<file path="src/nsv_pkg.sv">
// Package for the NMEA sentence validator: parse phases, sentence kinds,
// character and formatter constants, and the result struct.
// No dependencies.
`timescale 1ns / 1ps
`default_nettype none

package nsv_pkg;

	typedef enum logic [2:0] {
		PH_FIRST,
		PH_BODY,
		PH_HEX_HI,
		PH_HEX_LO,
		PH_DONE
	} nsv_phase_t;

	typedef enum logic [1:0] {
		KIND_NONE = 2'd0,
		KIND_GGA  = 2'd1,
		KIND_RMC  = 2'd2,
		KIND_ZDA  = 2'd3
	} nsv_kind_t;

	localparam logic [7:0]  CHR_ASTERISK = "*";
	localparam logic [23:0] FMT_GGA      = "GGA";
	localparam logic [23:0] FMT_RMC      = "RMC";
	localparam logic [23:0] FMT_ZDA      = "ZDA";

	localparam logic [2:0] POS_FMT_FIRST = 3'd3;
	localparam logic [2:0] POS_FMT_MID   = 3'd4;
	localparam logic [2:0] POS_FMT_LAST  = 3'd5;
	localparam logic [2:0] POS_MAX       = 3'd7;

	typedef struct packed {
		logic       sum_matches;
		logic [7:0] received_sum;
		logic [7:0] computed_sum;
		nsv_kind_t  sentence_kind;
	} nsv_result_t;

endpackage

`default_nettype wire

</file>
<file path="src/nmea_sentence_validator_unit.sv">
// Top level of the NMEA sentence validator: input register, line parser and
// output register with stream handshakes. Depends on nsv_pkg, nsv_line_parser.
`timescale 1ns / 1ps
`default_nettype none

// Checks NMEA 0183 lines one character per item. The character after the
// first is XORed in up to the first '*'; the two hex digits after it are the
// received sum. s_tlast marks the last character of a line, and only that
// item gives a result: sentence kind (GGA, RMC, ZDA from line characters 3-5,
// or none), computed and received sums, and a match flag. One item is taken
// every cycle unless stalled; the last character of a line passes the input
// register, then its result goes to the output register. The input register
// stalls only while a finished result is held there and not taken.
module nmea_sentence_validator_unit import nsv_pkg::*; (
	input  wire         clk,
	input  wire         arst_n,
	input  wire         s_tvalid,
	output logic        s_tready,
	input  wire  [7:0]  s_tdata,   // char_in[7:0]
	input  wire         s_tlast,   // line_end
	output logic        m_tvalid,
	input  wire         m_tready,
	output logic [23:0] m_tdata    // sentence_kind[1:0], computed_sum[9:2],
	                               // received_sum[17:10], sum_matches[18], zero
);

	logic        valid_s1;
	logic [7:0]  char_s1;
	logic        last_s1;
	logic        advance;
	logic        out_valid_q;
	nsv_result_t res_q;
	nsv_result_t res;

	assign advance  = valid_s1 && (!last_s1 || !out_valid_q || m_tready);
	assign s_tready = !valid_s1 || advance;

	nsv_line_parser u_parser (
		.clk      (clk),
		.arst_n   (arst_n),
		.step     (advance),
		.char_in  (char_s1),
		.line_end (last_s1),
		.result   (res)
	);

	always_ff @(posedge clk or negedge arst_n) begin
		if (!arst_n) begin
			valid_s1 <= 1'b0;
		end else if (s_tready) begin
			valid_s1 <= s_tvalid;
		end
	end

	always_ff @(posedge clk) begin
		if (s_tready && s_tvalid) begin
			char_s1 <= s_tdata;
			last_s1 <= s_tlast;
		end
	end

	always_ff @(posedge clk or negedge arst_n) begin
		if (!arst_n) begin
			out_valid_q <= 1'b0;
		end else if (advance && last_s1) begin
			out_valid_q <= 1'b1;
		end else if (m_tready) begin
			out_valid_q <= 1'b0;
		end
	end

	always_ff @(posedge clk) begin
		if (advance && last_s1) begin
			res_q <= res;
		end
	end

	assign m_tvalid = out_valid_q;
	assign m_tdata  = {5'd0, res_q.sum_matches, res_q.received_sum, res_q.computed_sum,
		res_q.sentence_kind};

endmodule

`default_nettype wire

</file>
<file path="src/nsv_line_parser.sv">
// Line parser: running XOR, phase machine, formatter capture and checksum
// digits; presents the line result for the current character.
// Depends on nsv_pkg.
`timescale 1ns / 1ps
`default_nettype none

module nsv_line_parser import nsv_pkg::*; (
	input  wire         clk,
	input  wire         arst_n,
	input  wire         step,
	input  wire  [7:0]  char_in,
	input  wire         line_end,
	output nsv_result_t result
);

	nsv_phase_t  phase_q, phase_d;
	logic [7:0]  xor_q, xor_d;
	logic [2:0]  pos_q, pos_d;
	logic [23:0] fmt_q, fmt_d;
	logic [7:0]  hex_q, hex_d;
	logic        hex_ok_q, hex_ok_d;

	logic [3:0]  digit_val;
	logic        digit_bad;
	logic [7:0]  recv;
	logic        match;

	// hex digit decode, upper or lower case
	always_comb begin
		digit_val = 4'd0;
		digit_bad = 1'b0;
		if (char_in >= "0" && char_in <= "9") begin
			digit_val = 4'(char_in - "0");
		end else if (char_in >= "A" && char_in <= "F") begin
			digit_val = 4'(char_in - "A" + 8'd10);
		end else if (char_in >= "a" && char_in <= "f") begin
			digit_val = 4'(char_in - "a" + 8'd10);
		end else begin
			digit_bad = 1'b1;
		end
	end

	// next state
	always_comb begin
		phase_d  = phase_q;
		xor_d    = xor_q;
		fmt_d    = fmt_q;
		hex_d    = hex_q;
		hex_ok_d = hex_ok_q;
		pos_d    = (pos_q == POS_MAX) ? POS_MAX : pos_q + 3'd1;

		case (pos_q)
			POS_FMT_FIRST: fmt_d[23:16] = char_in;
			POS_FMT_MID:   fmt_d[15:8]  = char_in;
			POS_FMT_LAST:  fmt_d[7:0]   = char_in;
			default:       fmt_d        = fmt_q;
		endcase

		unique case (phase_q)
			PH_FIRST: phase_d = PH_BODY;
			PH_BODY: begin
				if (char_in == CHR_ASTERISK) begin
					phase_d = PH_HEX_HI;
				end else begin
					xor_d = xor_q ^ char_in;
				end
			end
			PH_HEX_HI, PH_HEX_LO: begin
				hex_d    = {hex_q[3:0], digit_bad ? 4'd0 : digit_val};
				hex_ok_d = hex_ok_q & ~digit_bad;
				phase_d  = (phase_q == PH_HEX_HI) ? PH_HEX_LO : PH_DONE;
			end
			default: phase_d = PH_DONE;
		endcase
	end

	// line result from the updated state
	always_comb begin
		recv  = (phase_d == PH_HEX_LO) ? {hex_d[3:0], 4'd0} : hex_d;
		match = (phase_d == PH_DONE) && hex_ok_d && (recv == xor_d);
		result.sum_matches   = match;
		result.received_sum  = recv;
		result.computed_sum  = xor_d;
		result.sentence_kind = KIND_NONE;
		if (match) begin
			if (fmt_d == FMT_GGA) begin
				result.sentence_kind = KIND_GGA;
			end else if (fmt_d == FMT_RMC) begin
				result.sentence_kind = KIND_RMC;
			end else if (fmt_d == FMT_ZDA) begin
				result.sentence_kind = KIND_ZDA;
			end
		end
	end

	always_ff @(posedge clk or negedge arst_n) begin
		if (!arst_n) begin
			phase_q  <= PH_FIRST;
			xor_q    <= 8'd0;
			pos_q    <= 3'd0;
			fmt_q    <= 24'd0;
			hex_q    <= 8'd0;
			hex_ok_q <= 1'b1;
		end else if (step) begin
			if (line_end) begin
				phase_q  <= PH_FIRST;
				xor_q    <= 8'd0;
				pos_q    <= 3'd0;
				fmt_q    <= 24'd0;
				hex_q    <= 8'd0;
				hex_ok_q <= 1'b1;
			end else begin
				phase_q  <= phase_d;
				xor_q    <= xor_d;
				pos_q    <= pos_d;
				fmt_q    <= fmt_d;
				hex_q    <= hex_d;
				hex_ok_q <= hex_ok_d;
			end
		end
	end

endmodule

`default_nettype wire

</file>
<file path="config.mk">
export PLATFORM = sky130hd
export DESIGN_NAME = nmea_sentence_validator_unit
export DESIGN_NICKNAME = d
export VERILOG_FILES = /design/src/nsv_pkg.sv /design/src/nmea_sentence_validator_unit.sv /design/src/nsv_line_parser.sv
export SDC_FILE = /design/constraint.sdc
export NUM_CORES = 1
export LEC_CHECK = 0
export BUFFER_PORTS_ARGS = -buffer_cell sky130_fd_sc_hd__buf_2
export CAP_MARGIN = 20
export CORE_AREA = 5 5 107 109
export DETAILED_ROUTE_END_ITERATION = 8
export DIE_AREA = 0 0 112 114
export PLACE_DENSITY = 0.66
export SLEW_MARGIN = 15
export SYNTH_ARGS = -nofsm -noshare
export SYNTH_HDL_FRONTEND = slang
export SYNTH_SLANG_ARGS = --single-unit
</file>
<file path="constraint.sdc">
create_clock -name clk -period 3.15 [get_ports clk]
set_input_delay 0.1575 -clock clk [delete_from_list [all_inputs] [get_ports clk]]
set_output_delay 0.1575 -clock clk [all_outputs]
set_load 0.02 [all_outputs]
</file>
==> reports/results.tsv <==
stage	metric	value	unit
outcome	outcome	complete, no violations	
placed_design	hpwl	6843	um
synth	synth_top_area_cell	dfrtp_1	
synth	synth_cell_types	59	
critical_path	cp_max_fo	11	
critical_path	cp_slowest_cell	edfxtp_1	
floorplan	die_h	114	um
timing	period_needed	2.885	ns
timing	setup_viol	0	
route	vias	3222	
clock_tree	clk_pin_slew	0.08	ns
global_routing	grt_pass1_vias	3293	
route	ant_nets	0	
synth	synth.area.top_cells	dfrtp_1, edfxtp_1, nand2_1	
synth	synth_edf_count	28	
finish	synthToLayoutAreaGrowth	17.21	%
timing	rsz0062_at_grt	false	
route	firstDrtPassIters	4	
power_and_ir_drop	power_switching	859.2	uW
finish	finalNetCount	470	
global_routing	grt_util_all_layers	0.1570	
clock_tree	cts_root_buf	clkbuf_8	
finish	n_antenna_cell	0	
synth	yosysSeqAreaShare	0.5145	
timing	report.final.slew_viol_count	0	
flow_run	drv_cap	0	
floorplan	io_pins	39	
power_and_ir_drop	power_frac_seq	0.463	
floorplan	core_area	10510	sq um
route	vias_per_cell	5.415	
synth	syn_inst	407	
clock_tree	cts_tree	done	
clock_tree	ctsHoldBuffers	10	
global_routing	grt_max_degree	32	
critical_path	critPathRequiredTime	3.31	ns
floorplan	die_w	112	um
clock_tree	clk_latency	0.36	ns
timing	fin_crit_sh	0.9159	
route	drc_errors	0	
critical_path	crit_arrival	3.04	ns
power_and_ir_drop	p_leak	0.001963	uW
critical_path	cpPeakStageDelay	0.55	ns
placed_design	dpl-instance-area	4349	sq um
critical_path	cp_top_family	simple AND/OR/NAND/NOR gates	
route	initialDrtViolationCount	218	
finish	fin_area	4712	sq um
power_and_ir_drop	swShare	0.2928	
timing	holdWs	0.001818	ns
finish	layout-drive-gt1-share	0.1626	
timing	hold_viol	0	
global_routing	antenna_found_initial	0	
finish	final_common_cell	nand2_1	
critical_path	crit_chain	inv_1, ha_1, nor3b_1, nor2_2, a221oi_2, or3_1, xnor2_1, a31oi_1, nor4_1	
placed_design	gp_congestion	0.8512	
synth	synth_top_area_share	0.2988	
clock_tree	cts_resized	0	
critical_path	path_buf_inv	1	
hold_path	holdCritPathClass	primary input to register	
clock_tree	post_cts_buffers	0	
synth	ys_warn_count	0	
synth	synth_seq_cells	77	
synth	avgSynthCellArea	9.877	sq um
placed_design	port_buffers	33	
critical_path	crit_start	char_s1[0]$_DFFE_PP_	
synth	synth_area	4020	sq um
critical_path	worstSetupEndpointType	register	
power_and_ir_drop	p_int	2076	uW
synth	synth_flop_cell	dfrtp_1	
clock_tree	cts-buffers-inserted	9	
floorplan	die_area	12770	sq um
power_and_ir_drop	clkPwrFrac	0.337	
finish	layout_common_cells	nand2_1, dfrtp_1, o21ai_0, buf_2, edfxtp_1	
clock_tree	clk_path_buf_depth	2	
clock_tree	htree_levels	3	
global_routing	grt_overflow	0	
floorplan	fp-row-count	38	
timing	max_freq	346.6	MHz
power_and_ir_drop	power	2935	uW
power_and_ir_drop	powerDensity	622.8	nW/um^2
synth	async_flop_share	0.6364	
critical_path	r2r_setup_slack	0.26	ns
hold_path	hp-start	s_tvalid	
route	routed_wl	9591	um
power_and_ir_drop	combinationalPowerShare	0.200	
power_and_ir_drop	ir_drop	0.0002999	V
timing	setup_tns	0	ns
route	wl_per_cell	16.12	um
critical_path	start_kind	register	
critical_path	reg2reg_from	char_s1[0]$_DFFE_PP_	
timing	finalClockSkew	0.01383	ns
global_routing	grt_pass1_wl	16100	um
floorplan	initial_core_util	0.3826	
timing	slew_headroom	0.3605	
timing	worst_pin_slew	0.9593	ns
clock_tree	clock-sinks	77	
critical_path	critical_path_class	register to register	
[power groups by stage]
stage                     sequential, uW  combinational [uW]  clock (uW)
after floorplan                     1360                 425           0
after global placement              1370                 570           0
after detailed placement            1380                 586           0
after CTS                           1360                 596        1000
after global routing                1380                 677        1050
final                               1360                 587         989
[per-stage QoR]
step | setup WS [ns] | util | std cells
6_report | 0.2649 | 0.4484 | 595
5_1_grt | 0.03880 | 0.4484 | 595
4_1_cts | 0.2807 | 0.4484 | 595
3_5_place_dp | 0.3276 | 0.4139 | 569
3_3_place_gp | 0.4466 | 0.4139 | 569
2_1_floorplan | 0.4675 | - | 411
[per-layer routing]
metal / vias to the layer above / track usage / routed length, um / share of wire
met2: 93 / 0.2754 / 4855 / 0.51
met5: - / 0 / 0 / 0
met4: 0 / 0.06490 / 205 / 0.021
li1: 1546 / - / - / -
met3: 20 / 0.03607 / 519 / 0.054
met1: 1563 / 0.1862 / 4011 / 0.42
[registers in the layout, summed over array words and instances (netlist names)]
register,cells
u_parser.pos_q,3
u_parser.hex_q,8
u_parser.fmt_q,24
last_s1,1
u_parser.phase_q,3
char_s1,8
m_tvalid,1
u_parser.hex_ok_q,1
valid_s1,1
u_parser.xor_q,8
m_tdata,19
[cell families (layout without fill, tap and decap cells)]
kind of cell               Yosys count  count (layout)  share of synthesized area
adders and majority gates            7               7                    0.02179
and+or+nand+nor                    143             143                     0.1821
xor gates and xnor gates            14              14                    0.03050
muxes                                7               7                    0.01774
buffers and inverters               46              90                    0.05042
AOI/OAI and AO/OA                  112             112                     0.1821
DFF                                 77              77                     0.5145
other                                1               5                  0.0009328
[final timing paths]
check	endpoint	cells past startpoint
max	m_tdata[1]$_SDFFCE_PP0P_	9
min	valid_s1$_DFFE_PN0N_	2
min reg2reg	u_parser.fmt_q[8]$_DFFE_PN0P_	2
min in group asynchronous	u_parser.xor_q[5]$_DFFE_PN0P_	2
max in group asynchronous	u_parser.fmt_q[13]$_DFFE_PN0P_	3
max reg2reg	m_tdata[1]$_SDFFCE_PP0P_	9
[cell usage after synthesis (7+ instances only)]
library cell / number
nand2_1: 64
dfrtp_1: 48
o21ai_0: 40
edfxtp_1: 28
clkbuf_1: 22
a22oi_1: 21
nor2_1: 20
inv_1: 14
a21oi_1: 13
nor3_1: 8
ha_1: 7
o31ai_1: 7
xnor2_1: 7
xor2_1: 7
[area by class of cell]
type / instances / area [sq um]
timing repair buffer: 59 / 385.4
inverter: 15 / 56.30
fill: 975 / 5796
tap: 140 / 175.2
clock buffer: 10 / 127.6
sequential: 77 / 2068
multi-input combinational: 288 / 1764
clock inverter: 6 / 135.1
Power figures use the tool's default switching activity.
